$ cat src/sv/isp_pkg.sv
package isp_pkg;

    localparam int MAX_FRAMES  = 4096;
    localparam int FRAC_BITS   = 16;
    localparam int ADDR_W      = $clog2(MAX_FRAMES);
    localparam int CNT_W       = 13;
    localparam int STEP_W      = 20;
    localparam int POS_W       = CNT_W + FRAC_BITS;
    localparam int SAMPLE_W    = 16;
    localparam int DELTA_W     = 21;
    localparam int SEEK_W      = DELTA_W + FRAC_BITS + 1;
    localparam int FUNC_W      = 3;
    localparam int INDEX_W     = 12;
    localparam int CFG_IDX_W   = 2;
    localparam int CFG_DATA_W  = 20;
    localparam int QUEUE_DEPTH = 4;
    localparam int QPTR_W      = $clog2(QUEUE_DEPTH);
    localparam int QCNT_W      = QPTR_W + 1;

    localparam logic [STEP_W-1:0] STEP_RESET = STEP_W'(65536);

    localparam logic [FUNC_W-1:0] FUNC_LOAD  = 3'd0;
    localparam logic [FUNC_W-1:0] FUNC_TICK  = 3'd1;
    localparam logic [FUNC_W-1:0] FUNC_SEEK  = 3'd2;
    localparam logic [FUNC_W-1:0] FUNC_START = 3'd3;
    localparam logic [FUNC_W-1:0] FUNC_STOP  = 3'd4;

    localparam logic [CFG_IDX_W-1:0] CFG_STEP_RATE   = 2'd0;
    localparam logic [CFG_IDX_W-1:0] CFG_FRAME_COUNT = 2'd1;

    // one classified item on its way from front to back
    typedef struct packed {
        logic [SAMPLE_W-1:0]  left_a;
        logic [SAMPLE_W-1:0]  left_b;
        logic [SAMPLE_W-1:0]  right_a;
        logic [SAMPLE_W-1:0]  right_b;
        logic [FRAC_BITS-1:0] frac;
        logic                 play;
        logic                 playing;
        logic [CNT_W-1:0]     pos;
    } t_entry;

endpackage

$ cat src/sv/isp_back.sv
module isp_back import isp_pkg::*; (
    input  logic                       i_clk,
    input  logic                       i_rst_n,
    input  logic                       i_valid,
    input  t_entry                     i_entry,
    output logic                       o_pop,
    output logic                       o_valid,
    input  logic                       i_ready,
    output logic signed [SAMPLE_W-1:0] o_left_out,
    output logic signed [SAMPLE_W-1:0] o_right_out,
    output logic                       o_playing,
    output logic [CNT_W-1:0]           o_position_frame
);

    localparam int DIFF_W = SAMPLE_W + 1;
    localparam int PROD_W = DIFF_W + FRAC_BITS + 1;
    localparam int SUM_W  = SAMPLE_W + 2;

    logic                      r_m_valid;
    logic signed [PROD_W-1:0]  r_m_prod_l, r_m_prod_r;
    logic [SAMPLE_W-1:0]       r_m_a_l, r_m_a_r;
    logic                      r_m_play;
    logic                      r_m_playing;
    logic [CNT_W-1:0]          r_m_pos;

    logic                      r_o_valid;

    logic                      m_adv, o_adv;
    logic signed [DIFF_W-1:0]  diff_l, diff_r;
    logic signed [DIFF_W:0]    frac_s;
    logic signed [PROD_W-1:0]  prod_l, prod_r;
    logic signed [PROD_W-1:0]  sh_l, sh_r;
    logic [SUM_W-1:0]          sum_l, sum_r;

    assign o_adv = !r_o_valid || i_ready;
    assign m_adv = !r_m_valid || o_adv;
    assign o_pop = i_valid && m_adv;

    always_comb begin
        diff_l = $signed({i_entry.left_b[SAMPLE_W-1], i_entry.left_b})
               - $signed({i_entry.left_a[SAMPLE_W-1], i_entry.left_a});
        diff_r = $signed({i_entry.right_b[SAMPLE_W-1], i_entry.right_b})
               - $signed({i_entry.right_a[SAMPLE_W-1], i_entry.right_a});
        frac_s = $signed({2'b00, i_entry.frac});
        prod_l = PROD_W'(diff_l * frac_s);
        prod_r = PROD_W'(diff_r * frac_s);
        // floor shift of the weighted difference, then add the lower neighbor
        sh_l   = r_m_prod_l >>> FRAC_BITS;
        sh_r   = r_m_prod_r >>> FRAC_BITS;
        sum_l  = {{2{r_m_a_l[SAMPLE_W-1]}}, r_m_a_l} + sh_l[SUM_W-1:0];
        sum_r  = {{2{r_m_a_r[SAMPLE_W-1]}}, r_m_a_r} + sh_r[SUM_W-1:0];
    end

    always_ff @(posedge i_clk) begin
        if (!i_rst_n) begin
            r_m_valid <= 1'b0;
            r_o_valid <= 1'b0;
        end else begin
            if (m_adv) begin
                r_m_valid <= i_valid;
            end
            if (o_adv) begin
                r_o_valid <= r_m_valid;
            end
        end
        if (m_adv) begin
            r_m_prod_l  <= prod_l;
            r_m_prod_r  <= prod_r;
            r_m_a_l     <= i_entry.left_a;
            r_m_a_r     <= i_entry.right_a;
            r_m_play    <= i_entry.play;
            r_m_playing <= i_entry.playing;
            r_m_pos     <= i_entry.pos;
        end
        if (o_adv) begin
            o_left_out       <= r_m_play ? $signed(sum_l[SAMPLE_W-1:0]) : '0;
            o_right_out      <= r_m_play ? $signed(sum_r[SAMPLE_W-1:0]) : '0;
            o_playing        <= r_m_playing;
            o_position_frame <= r_m_pos;
        end
    end

    assign o_valid = r_o_valid;

endmodule

$ cat config.mk
export PLATFORM = sky130hd
export DESIGN_NAME = isp_back
export DESIGN_NICKNAME = d
export VERILOG_FILES = /design/src/sv/isp_pkg.sv /design/src/sv/isp_back.sv
export SDC_FILE = /design/constraint.sdc
export NUM_CORES = 2
export LEC_CHECK = 0
export BUFFER_PORTS_ARGS = -buffer_cell sky130_fd_sc_hd__buf_2
export CORE_MARGIN = 2
export CORE_UTILIZATION = 35
export CTS_CLUSTER_DIAMETER = 60
export DETAILED_ROUTE_END_ITERATION = 7
export PLACE_DENSITY = 0.5
export SYNTH_ARGS = -nofsm -noshare
export SYNTH_HDL_FRONTEND = slang
export SYNTH_SLANG_ARGS = --single-unit
$ cat constraint.sdc
create_clock -name i_clk -period 12.8 [get_ports i_clk]
set_input_delay 1.92 -clock i_clk [delete_from_list [all_inputs] [get_ports i_clk]]
set_output_delay 1.92 -clock i_clk [all_outputs]
set_load 0.005 [all_outputs]
==> metrics.txt <==
status finished, final reports clean; final setup violating endpoints 0; CTS root buf clkbuf_16; Async S/R FF share, synth 0%; most frequent cells in the layout inv_1, fa_1, nand2_1; Slew Limit Fails 0; RSZ-0062 raised after global routing false; final cell count without fillers 3,844; max-cap viol count 0; remaining antenna violation count after routing 0; worst hold slack 0.401 ns; Boundary Pins 147; setup TNS 0 ns; die height 279 µm; GRT Util Overall 18.5%; Worst Tran Pin Value 1.20 ns; GRT Residual Overflow 0; Tmin final 10.02 ns; RD Place Congestion 0.831; CTS HTree Levels 4; Post-synth EDFFs 125; hpwl dp 50.6 mm; area of the mapped netlist 26,400 µm²; placed cell count 3,808; #FFs+latches synth 127; worst min path class reg -> reg; commonest non-fill, non-tap cell in the layout inv_1; Cells after Synth 2,758; DRT Wirelength 68.0 mm; die area 77,700 µm²; first-pass GRT wire length 111 mm; Startpoint Class input pin; port bufs 146; worst-path cell with the longest stage delay nor4_1; # hold bufs at CTS 0; Iter 0 DRT Violations 860; Post-CTS Setup Bufs 0; Hold Fails Final Rpt 0; Crit Path Max Fanout 16; wire per inst 17.7 µm; CP max stage delay 0.81 ns; vias in the first global route 20,567; Worst Setup End Kind flip-flop; Core Box Area 74,600 µm²; CP required 13.04 ns; area of the multi-input gates 19,800 µm²; clock skew 0.0229 ns; initial antenna violation count 6; period utilization 78.3%; sequential cell area 3790 µm²; number of distinct library cells after synthesis 70; syn_nets 3,605; area share of the largest cell type after synthesis 39.5%; Placement Rows 100; largest net degree at the start of global routing 56; Area growth, synth to finish 9.63%; layout cell share with drive strength beyond 1 8.50%; via count 18,425; YS warnings 0; number of remaining DRC errors 0; Die Span X 279 µm; clock slew at reported path FFs 0.08 ns; CTS Buffer Depth 2; Vias per Instance 4.79; clock sinks 127; CTS Buf Count 17; Initial Util 35.4%; share of the yosys chip area belonging to registers 14.4%; f_max 0.0998 GHz; TritonCTS clock tree built; Top FF cell, synth edfxtp_1; worst skew pair latency 0.49 ns; Fillers 7,511; hold depth 0; Slew HR 19.5%; cell taking the most area after synthesis fa_1; Pre-antenna DRT Iters 5; CP most frequent cell inv_1; Nets 3,705; synth top area cells fa_1, edfxtp_1, ha_1; Avg Inst Size Synth 9.58 µm²; # resized after CTS 0; Worst Path Arrival 10.26 ns; crit path kind in -> reg; R2R depth 12
[worst max-delay path, delay by kind of cell]
kind	cells	cell delay, ns
compound gates	10	2.41
xor+xnor	2	0.48
simple gates	5	1.42
fa+ha+maj	8	3.54
buf+inv	8	0.46
[cells in the mapped netlist (all sizes together) (2+ instances only)]
cell type    n
or3          8
and3         9
and2       239
edfxtp     125
a221oi       2
nor4         2
a31o         3
o31a         4
xnor2       89
xor2        38
o311ai       5
ha         227
o2111ai      3
fa         521
o21ai       38
a41oi        6
a211oi       5
a22oi        2
dfxtp        2
inv        696
a21o        22
nor2b       50
o21bai       7
nor3        38
nand4        4
o211ai       3
a22o         6
o31ai        5
o21a        13
a2111oi      2
a21oi       41
nor2        84
clkbuf      83
nand2      292
buf          9
nand3       19
o41ai        3
and3b        2
nand2b      25
a311o        2
a31oi       13
[worst paths after layout]
kind | slack, ns | start | endpoint
max | 2.78 | i_entry[80] | r_m_prod_l[29]$_DFFE_PN_
min | 0.40 | r_m_pos[7]$_DFFE_PN_ | o_position_frame[7]$_DFFE_PP_
max reg2reg | 9.61 | r_m_a_l[0]$_DFFE_PN_ | o_left_out[14]$_SDFFCE_PN0P_
min reg2reg | 0.40 | r_m_pos[7]$_DFFE_PN_ | o_position_frame[7]$_DFFE_PP_
[logic make-up (layout without fill, tap and decap cells)]
kind of cell / count (synthesis) / count (layout) / share of synthesized area [%]
xor+xnor: 128 / 128 / 4.29
buf+inv: 788 / 901 / 11.3
flops: 127 / 127 / 14.4
simple gates: 777 / 777 / 14.7
other cells: 0 / 4 / 0
fa+ha+maj: 748 / 748 / 50.2
compound gates: 190 / 190 / 5.23
[metrics by stage]
stage	cell area, µm²	worst slack (ns)	utilization (%)
5_1_grt	29000	2.27	38.8
6_report	29000	2.78	38.9
3_5_place_dp	28400	2.35	38.0
2_1_floorplan	26400	3.40	-
3_3_place_gp	28400	2.41	38.0
4_1_cts	29000	2.86	38.8
[sequential cells by signal, indices dropped and copies added (netlist names)]
signal,count
o_position_frame,13
o_right_out,16
o_valid,1
o_playing,1
r_m_valid,1
r_m_a_r,16
r_m_prod_l,16
r_m_playing,1
r_m_prod_r,16
o_left_out,16
r_m_a_l,16
r_m_pos,13
r_m_play,1
[layout make-up]
class                           count  share of cell area [%]
Sequential cell                   127                    13.1
Clock inverter                     14                   0.635
Timing Repair Buffer              173                    3.22
Antenna cell                        4                  0.0345
Inverter                          696                    9.02
Clock buffer                       18                    1.48
Multi-Input combinational cell   1843                    68.3
Tap cell                          969                    4.18
[metal layers]
metal	share of wire, %	routed length, µm	GRT usage (%)	vias to the layer above
li1	-	-	-	8477
met1	44	29800	24.0	9597
met2	51	35000	33.1	284
met3	3.0	2070	1.90	63
met4	1.6	1070	4.54	4
met5	0.034	23	0	-
Power is not shown: default switching activity piles up to over one toggle a cycle in this logic, so the estimate is an artifact.
