`src/sv/isp_pkg.sv`:
```
package isp_pkg;

    localparam int MAX_FRAMES  = 4096;
    localparam int FRAC_BITS   = 16;
    localparam int ADDR_W      = $clog2(MAX_FRAMES);
    localparam int CNT_W       = 13;
    localparam int STEP_W      = 20;
    localparam int POS_W       = CNT_W + FRAC_BITS;
    localparam int SAMPLE_W    = 16;
    localparam int DELTA_W     = 21;
    localparam int SEEK_W      = DELTA_W + FRAC_BITS + 1;
    localparam int FUNC_W      = 3;
    localparam int INDEX_W     = 12;
    localparam int CFG_IDX_W   = 2;
    localparam int CFG_DATA_W  = 20;
    localparam int QUEUE_DEPTH = 4;
    localparam int QPTR_W      = $clog2(QUEUE_DEPTH);
    localparam int QCNT_W      = QPTR_W + 1;

    localparam logic [STEP_W-1:0] STEP_RESET = STEP_W'(65536);

    localparam logic [FUNC_W-1:0] FUNC_LOAD  = 3'd0;
    localparam logic [FUNC_W-1:0] FUNC_TICK  = 3'd1;
    localparam logic [FUNC_W-1:0] FUNC_SEEK  = 3'd2;
    localparam logic [FUNC_W-1:0] FUNC_START = 3'd3;
    localparam logic [FUNC_W-1:0] FUNC_STOP  = 3'd4;

    localparam logic [CFG_IDX_W-1:0] CFG_STEP_RATE   = 2'd0;
    localparam logic [CFG_IDX_W-1:0] CFG_FRAME_COUNT = 2'd1;

    // one classified item on its way from front to back
    typedef struct packed {
        logic [SAMPLE_W-1:0]  left_a;
        logic [SAMPLE_W-1:0]  left_b;
        logic [SAMPLE_W-1:0]  right_a;
        logic [SAMPLE_W-1:0]  right_b;
        logic [FRAC_BITS-1:0] frac;
        logic                 play;
        logic                 playing;
        logic [CNT_W-1:0]     pos;
    } t_entry;

endpackage

```
`src/sv/isp_queue.sv`:
```
module isp_queue import isp_pkg::*; (
    input  logic              i_clk,
    input  logic              i_rst_n,
    input  logic              i_push,
    input  t_entry            i_entry,
    input  logic              i_pop,
    output logic              o_not_empty,
    output logic [QCNT_W-1:0] o_count,
    output t_entry            o_head
);

    t_entry            r_slot [QUEUE_DEPTH];
    logic [QPTR_W-1:0] r_wr_ptr, r_rd_ptr;
    logic [QCNT_W-1:0] r_count;

    always_ff @(posedge i_clk) begin
        if (!i_rst_n) begin
            r_wr_ptr <= '0;
            r_rd_ptr <= '0;
            r_count  <= '0;
        end else begin
            if (i_push) begin
                r_wr_ptr <= r_wr_ptr + 1'b1;
            end
            if (i_pop) begin
                r_rd_ptr <= r_rd_ptr + 1'b1;
            end
            r_count <= r_count + QCNT_W'(i_push) - QCNT_W'(i_pop);
        end
        if (i_push) begin
            r_slot[r_wr_ptr] <= i_entry;
        end
    end

    assign o_not_empty = (r_count != '0);
    assign o_count     = r_count;
    assign o_head      = r_slot[r_rd_ptr];

    a_no_overflow: assert property (@(posedge i_clk) disable iff (!i_rst_n)
        i_push |-> (r_count < QCNT_W'(QUEUE_DEPTH)))
        else $error("queue written while full");

    a_no_underflow: assert property (@(posedge i_clk) disable iff (!i_rst_n)
        i_pop |-> (r_count != '0))
        else $error("queue read while empty");

endmodule

```
`config.mk`:
```
export PLATFORM = sky130hd
export DESIGN_NAME = isp_queue
export DESIGN_NICKNAME = d
export VERILOG_FILES = /design/src/sv/isp_pkg.sv /design/src/sv/isp_queue.sv
export SDC_FILE = /design/constraint.sdc
export NUM_CORES = 1
export LEC_CHECK = 0
export ABC_AREA = 1
export BUFFER_PORTS_ARGS = -buffer_cell sky130_fd_sc_hd__buf_2
export CAP_MARGIN = 5
export CORE_MARGIN = 1
export CORE_UTILIZATION = 37
export DETAILED_ROUTE_END_ITERATION = 8
export PLACE_DENSITY_LB_ADDON = 0.15
export SLEW_MARGIN = 20
export SYNTH_ARGS = -nofsm -noshare
export SYNTH_HDL_FRONTEND = slang
export SYNTH_SLANG_ARGS = --single-unit
export TNS_END_PERCENT = 5
```
`constraint.sdc`:
```
create_clock -name i_clk -period 3 [get_ports i_clk]
set_input_delay 0.6 -clock i_clk [delete_from_list [all_inputs] [get_ports i_clk]]
set_output_delay 0.6 -clock i_clk [all_outputs]
set_load 0.05 [all_outputs]
```
==> impl_metrics.toml, run 1 <==
[timing]
finalHoldViolCount = 0
worst_slew_pin_slew_ns = 0.639
grt_setup_unrepaired = "no"
slew_viol_final = 0
whs_ns = 0.258
slew_headroom = 0.574
max_freq_mhz = 374
setup_viol = 0
min_period_over_period = 0.891
clock_skew_ns = 0.00805
min_period_ns = 2.67
setup_tns_ns = 0

[yosys]
synthTopCellsByArea = "edfxtp_1 (72%), o211ai_2 (7.1%), inv_1 (4.9%)"
yosys.area.top_type = "edfxtp_1"
synth-seq-area-share = 0.732
synth_cell_types = 18
synth.area.mux_share = 0
ys.warnings.count = 0
synth_compound_area_frac = 0.137
netlist_instances = 1162
synth_area_um2 = 15800
synthAdderAreaFrac = 0.00601
synth_fp_nets = 1268
ys_ff_latch = 389
synthSimpleGateAreaFrac = 0.0483
syn_area_per_cell_um2 = 13.6
synth_xor_area_frac = 0
synth_top_area_frac = 0.721
synth_top_family_by_area = "compound AO/OA/AOI/OAI gates"

[drt]
firstDrtPassIters = 5
wl_um = 32300
viasPerCell = 4.64
drcViolationCount = 0
wl_per_cell_um = 16.6
dr.first_iter.drc_count = 429
ant_nets = 0
vias = 9006

[power_and_ir_drop]
power_frac_clock = 0.392
p_seq_frac = 0.473
comb_power_share = 0.135
p_int_mw = 9.79
peakVddDrop_mv = 0.486
p_switching_mw = 3.49
swShare = 0.263
power_density_nw_per_um2 = 708
p_leak_nw = 7.22

[worst_setup_path]
cp_slowest_cell = "dfxtp_4"
cp.arrival_ns = 2.07
path_class = "reg -> out"
path_cells = "buf_12, a21oi_1, o21ai_0, nand2_1, buf_2"
worstPathRequired_ns = 2.40
crit_path_max_incr_delay_ns = 0.55
cp_max_fo = 63
start_kind = "flip-flop"
end_kind = "output pin"

[run_status]
status = "complete, no violations"

[clock_network]
cts_tree = "yes"
clk_pin_slew_worst_paths_ns = 0.05
cts_hold_buf = 0
htreeDepth = 2
cts.sinks = 389
cts_resized = 0
cts-root-buf = "clkbuf_16"
cts.path.max_buffers = 3
numCtsBuffers = 45
post_cts.repair.setup_buffers = 0
clk_latency_ns = 0.56

[floorplan]
coreArea_um2 = 42000
start_util = 0.377
die_y_um = 209
fp.dieW_um = 209
die-area_um2 = 43600
rows = 75
io_pins = 198

[layout]
regArea_um2 = 11600
final_cell_mix = "edfxtp_1 (380), inv_1 (201), nand2_1 (200)"
nets = 1475
layout_commonest_cell = "edfxtp_1"
multiInputGateArea_um2 = 3020
n_fill_cell = 3845
area_growth_pct = 18.5
drive_gt1_frac = 0.269

[global_routing]
grt_antenna_before_repair = 4
grt-ovfl-total = 0
grt_max_degree = 133
grt_pass1_vias = 8849
grt_util_all_layers = 0.150
grt_pass1_wl_um = 50300

[run]
maxCapViolations = 0

[placed_design]
dpl.hpwl_um = 18900
gp_congestion = 0.721
port_buffers = 197

[worst_hold_path]
hold_class = "in -> reg"
cell type report:
class,instances,share of cell area
flip-flops and latches,389,0.618
multi-input cells,505,0.161
repair buffers,223,0.0689
clock buffers,57,0.0624
inverters,205,0.0415
well taps,539,0.0359
clock inverters,19,0.0115
diodes,4,0.000533
power by group through the flow:
stage,sequential (mW),clock [mW],combinational (mW)
after floorplan,6.43,0,1.29
after global placement,6.39,0,1.82
after detailed placement,6.40,0,1.83
after CTS,6.28,5.39,1.84
after global routing,6.30,5.60,1.94
final,6.28,5.20,1.80
per-stage QoR:
step	total power, mW	instances	utilization	setup slack (ns)	area, um^2
after CTS	13.5	1937	0.446	0.241	18800
after floorplan	7.72	1162	-	0.0816	15800
after global routing	13.8	1937	0.446	0.179	18800
final	13.3	1941	0.446	0.327	18800
after global placement	8.22	1861	0.413	0.854	17400
after detailed placement	8.23	1861	0.413	0.854	17400
worst max-delay path, delay by kind of cell, from the launching register on:
kind | cells | cell delay (ns)
buf+inv | 2 | 0.60
flops | 1 | 0.55
compound gates | 2 | 0.24
simple gates | 1 | 0.10
flip-flops by register name, indices dropped and copies added, names as in the netlist, named ones only:
signal and flops:
r_wr_ptr 2, r_rd_ptr 2, r_slot 380, o_count 3
cell usage after synthesis (all sizes together):
cell type / number
nand2: 200
a21oi: 101
ha: 6
buf: 52
edfxtp: 380
nand3: 2
inv: 205
nor2: 1
o21ai: 99
dfxtp: 9
fa: 1
clkbuf: 11
o211ai: 95
final timing paths:
check	from	endpoint	slack, ns	depth (start not counted)
worst max-delay path	flip-flop	o_head[42]	0.33	5
worst min-delay path	i_entry[82]	r_slot[2][82]$_DFFE_PP_	0.26	1
worst max register to register	r_wr_ptr[0]$_SDFFE_PN0P_	r_slot[0][52]$_DFFE_PP_	1.26	5
worst min register to register	r_rd_ptr[1]$_SDFFE_PN0P_	flip-flop	0.47	2
logic make-up (layout without fill, tap and decap cells):
kind of cell | count (synthesis) | count (layout)
and+or+nand+nor | 203 | 203
adders and majority gates | 7 | 7
other | 0 | 4
AOI/OAI and AO/OA | 295 | 295
buffers and inverters | 268 | 504
DFF | 389 | 389
layer usage:
layer	routed length [um]	global-route usage
met5	29	0
met2	15400	0.248
met3	1740	0.0416
met4	660	0.0451
met1	14500	0.192
Note: power is estimated with default switching activity, not from simulation.
==> inputs of run 2 (changes only) <==
- PLACE_DENSITY: default -> 0.65
- PLACE_DENSITY_LB_ADDON: 0.15 -> default
- clock period: 3 -> 3.1 ns (I/O delays scaled with it)
==> run 2 against run 1 <==
  * Sequential share of layout area is 0.14 points lower
  * Cell count decreased by 0.52%
  * Register-to-register slack is essentially flat
  * Global-route usage shrank 0.58 points
  * Clock skew up 0.0068 ns
  * Cell area rose by 0.23%
  * Count of clock-buffer cells in the layout is 4 lower
  * Largest cell class unchanged
  * Via count increased by 0.17%
  * Sequential power down 3%
  * Sequential cell count is the same
  * Critical endpoint is now o_head[80]
==> impl_metrics.toml, run 2 (synthesis results as in run 1) <==
[floorplan]
die-area_um2 = 43600
coreArea_um2 = 42000
io_pins = 198
fp.dieW_um = 209
rows = 75
die_y_um = 209
start_util = 0.377

[power_and_ir_drop]
power_frac_clock = 0.398
peakVddDrop_mv = 0.679
total_power_mw = 13.0
power_density_nw_per_um2 = 690
p_int_mw = 9.56
p_leak_nw = 7.22
p_switching_mw = 3.42
p_seq_frac = 0.469
comb_power_share = 0.133
swShare = 0.263

[clock_network]
cts_resized = 0
cts.path.max_buffers = 3
clk_pin_slew_worst_paths_ns = 0.06
cts_tree = "yes"
cts-root-buf = "clkbuf_16"
numCtsBuffers = 43
post_cts.repair.setup_buffers = 0
clk_latency_ns = 0.55
cts.sinks = 389
htreeDepth = 2
cts_hold_buf = 0

[layout]
max_flop_register = "r_slot"
area_growth_pct = 18.8
design_area_um2 = 18800
layout_commonest_cell = "edfxtp_1"
nets = 1465
drive_gt1_frac = 0.267
largest_reg_flops = 380
final_cell_mix = "edfxtp_1 (380), inv_1 (201), nand2_1 (200)"

[drt]
ant_nets = 0
drcViolationCount = 0
dr.first_iter.drc_count = 419
vias = 9021
viasPerCell = 4.67
firstDrtPassIters = 4
wl_um = 31200
wl_per_cell_um = 16.1

[timing]
min_period_over_period = 0.893
worst_slew_pin_slew_ns = 0.583
max_freq_mhz = 361
slew_viol_final = 0
slew_headroom = 0.611
setup_viol = 0
finalHoldViolCount = 0
setup_tns_ns = 0
min_period_ns = 2.77
final.setup.worst_slack_ns = 0.331
grt_setup_unrepaired = "no"
whs_ns = 0.270
clock_skew_ns = 0.0149

[placed_design]
gp_congestion = 0.711
port_buffers = 197
place_area_um2 = 17400
dp_slack_ns = 0.889
dpl.hpwl_um = 18100

[run_status]
status = "complete, no violations"

[worst_setup_path]
path_cells = "buf_12, a21oi_1, o21ai_0, nand2_1, buf_2"
start_kind = "flip-flop"
crit_path_max_incr_delay_ns = 0.63
path_class = "reg -> out"
cp_slowest_cell = "dfxtp_4"
cp_top_family = "flip-flops"
worstPathRequired_ns = 2.48
crit_buf_inv = 2
end_kind = "output pin"
cp.arrival_ns = 2.15
cp_max_fo = 62

[global_routing]
grt-ovfl-total = 0
grt_max_degree = 90
grt_antenna_before_repair = 4
grt_pass1_wl_um = 48800
grt_util_all_layers = 0.144
grt_pass1_vias = 9123

[run]
maxCapViolations = 0

[worst_hold_path]
hold_class = "in -> reg"
run 2: cell types whose count changed in the layout (fill, tap and decap cells not counted), moves of 2 or more:
cell,delta
clkinv_4,+2
clkbuf_1,-4
buf_4,-13
buf_12,+5
clkinv_1,+2
clkinv_2,-2
diode_2,-3
run 2: final timing paths:
path                                           endpoint                startpoint  depth (start not counted)  slack [ns]
worst max-delay path                         o_head[80]                 flip-flop                          5        0.33
worst min register to register                flip-flop  r_rd_ptr[1]$_SDFFE_PN0P_                          2        0.45
worst min-delay path            r_slot[2][74]$_DFFE_PP_               i_entry[74]                          1        0.27
worst max register to register  r_slot[2][25]$_DFFE_PP_  r_wr_ptr[0]$_SDFFE_PN0P_                          5        1.26
run 2: final cells by class:
| class | instances | area (um^2) |
|---|---|---|
| diodes | 1 | 2.50 |
| inverters | 205 | 779 |
| fillers | 3789 | 23200 |
| well taps | 539 | 674 |
| multi-input cells | 505 | 3020 |
| clock buffers | 53 | 1160 |
| flip-flops and latches | 389 | 11600 |
| repair buffers | 215 | 1300 |
| clock inverters | 24 | 280 |
run 2: power groups by stage:
stage          registers (mW)  logic [mW]  clock network (mW)
2_1_floorplan            6.22        1.25                   0
3_3_place_gp             6.19        1.72                   0
3_5_place_dp             6.20        1.75                   0
4_1_cts                  6.09        1.75                5.34
5_1_grt                  6.11        1.86                5.52
6_report                 6.09        1.72                5.17
run 2: through the flow:
stage	std cells	util
finish	1931	0.447
global route	1931	0.447
CTS	1930	0.447
detailed placement	1853	0.413
global placement	1853	0.413
floorplan	1162	-
run 2: routing by layer:
| metal | share of wire | vias up | track usage |
|---|---|---|---|
| li1 | - | 4445 | - |
| met1 | 0.42 | 4330 | 0.169 |
| met2 | 0.50 | 174 | 0.248 |
| met3 | 0.057 | 66 | 0.0391 |
| met4 | 0.026 | 6 | 0.0611 |
| met5 | 0.0012 | - | 0 |
==> inputs of run 3 (changes only) <==
--- a/config.mk
+++ b/config.mk
@@ -11,4 +11,5 @@
 export CORE_MARGIN = 1
 export CORE_UTILIZATION = 37
+export CTS_CLUSTER_SIZE = 24
 export DETAILED_ROUTE_END_ITERATION = 8
 export PLACE_DENSITY = 0.65
==> constraint.sdc (replaced) <==
create_clock -name i_clk -period 3.1 [get_ports i_clk]
set_input_delay 0.465 -clock i_clk [delete_from_list [all_inputs] [get_ports i_clk]]
set_output_delay 0.465 -clock i_clk [all_outputs]
set_load 0.05 [all_outputs]
==> run 3 against run 2 <==
  * Utilization shrank 0.083 points
  * Die area is the same
  * Count of clock-buffer cells in the layout shrank 1
  * Cell area shrank 0.19%
  * Global-route usage shrank 0.77 points
  * Non-clock buffer count grew 11
==> impl_metrics.toml, run 3 (synthesis results as in run 1) <==
[clock_network]
cts_resized = 0
cts-root-buf = "clkbuf_16"
post_cts.repair.setup_buffers = 0
htreeDepth = 2
cts.path.max_buffers = 3
cts_hold_buf = 0
cts_tree = "yes"
numCtsBuffers = 42
cts.sinks = 389
clk_latency_ns = 0.55
clk_pin_slew_worst_paths_ns = 0.05

[power_and_ir_drop]
power_density_nw_per_um2 = 671
peakVddDrop_mv = 0.603
p_leak_nw = 7.23

[placed_design]
dpl.hpwl_um = 17100
gp_congestion = 0.722
port_buffers = 197

[layout]
final_util = 0.447
max_flop_register = "r_slot"
area_growth_pct = 18.6
n_fill_cell = 3788
final_cell_mix = "edfxtp_1 (380), inv_1 (201), nand2_1 (200)"
layout_commonest_cell = "edfxtp_1"
largest_reg_flops = 380
nets = 1475
drive_gt1_frac = 0.273

[worst_hold_path]
hold_class = "in -> reg"

[timing]
grt_setup_unrepaired = "no"
min_period_over_period = 0.866
worst_slew_pin_slew_ns = 0.662
max_freq_mhz = 372
min_period_ns = 2.68
slew_viol_final = 0
setup_viol = 0
clock_skew_ns = 0.0132
setup_tns_ns = 0
finalHoldViolCount = 0
slew_headroom = 0.559

[drt]
dr.first_iter.drc_count = 335
ant_nets = 0
firstDrtPassIters = 4
viasPerCell = 4.65
wl_um = 29900
wl_per_cell_um = 15.4
drcViolationCount = 0
vias = 9018

[floorplan]
start_util = 0.377
die_y_um = 209
fp.dieW_um = 209
rows = 75
coreArea_um2 = 42000
die-area_um2 = 43600
io_pins = 198

[global_routing]
grt-ovfl-total = 0
grt_pass1_wl_um = 46300
grt_antenna_before_repair = 4
grt_pass1_vias = 8793
grt_util_all_layers = 0.136
grt_max_degree = 105

[worst_setup_path]
start_kind = "flip-flop"
cp_max_fo = 34
path_class = "reg -> out"
worstPathRequired_ns = 2.63
end_kind = "output pin"
cp.arrival_ns = 2.22

[run]
maxCapViolations = 0

[run_status]
status = "complete, no violations"
==> run 3: changes by cell type in the layout (fill, tap and decap cells not counted), sizes merged <==
cell,delta
clkinvlp,-1
clkinv,+5
buf,+11
bufinv,-4
clkbuf,-1
==> run 3: worst paths after layout <==
path,startpoint,endpoint,slack [ns],cells past startpoint
worst min-delay path,i_entry[56],r_slot[0][56]$_DFFE_PP_,0.13,1
worst min register to register,r_rd_ptr[0]$_SDFFE_PN0P_,flip-flop,0.47,1
worst max-delay path,flip-flop,o_head[25],0.42,4
worst max register to register,r_wr_ptr[0]$_SDFFE_PN0P_,r_slot[3][69]$_DFFE_PP_,1.42,4
==> run 3: area by class of cell <==
cell class              instances  area [um^2]  share of cell area
multi-input cells             505         3020               0.161
well taps                     539          674              0.0359
clock buffers                  52         1160              0.0619
diodes                          1         2.50            0.000133
inverters                     205          779              0.0415
clock inverters                24          181             0.00966
repair buffers                226         1350              0.0721
flip-flops and latches        389        11600               0.618
==> run 3: metal layers <==
layer,vias to the layer above,GRT usage,part of all wire
met5,-,0,0.0011
met4,6,0.0467,0.023
met3,59,0.0437,0.062
met2,198,0.234,0.50
met1,4293,0.161,0.42
li1,4462,-,-
==> run 3: per-stage QoR <==
step | hold WS, ns | setup WS (ns) | instance area (um^2) | power [mW] | cells
floorplan | 0.436 | 0.227 | 15800 | 7.47 | 1162
global placement | 0.439 | 0.954 | 17400 | 7.92 | 1864
detailed placement | 0.462 | 0.943 | 17400 | 7.94 | 1864
CTS | 0.0852 | 0.326 | 18800 | 12.8 | 1940
global route | 0.0915 | 0.224 | 18800 | 13.1 | 1940
finish | 0.127 | 0.415 | 18800 | 12.6 | 1941
==> run 3: where the power goes <==
part	switching [mW]	internal, mW
clock network	1.96	2.83
registers	0.0784	6.02
logic	1.31	0.406
total	3.34	9.26
==> run 3: critical path: stages, from the launching register on <==
cell	delay, ns
dfxtp_4	0.73
buf_4	0.43
o211ai_2	0.13
nand2_1	0.10
buf_2	0.26
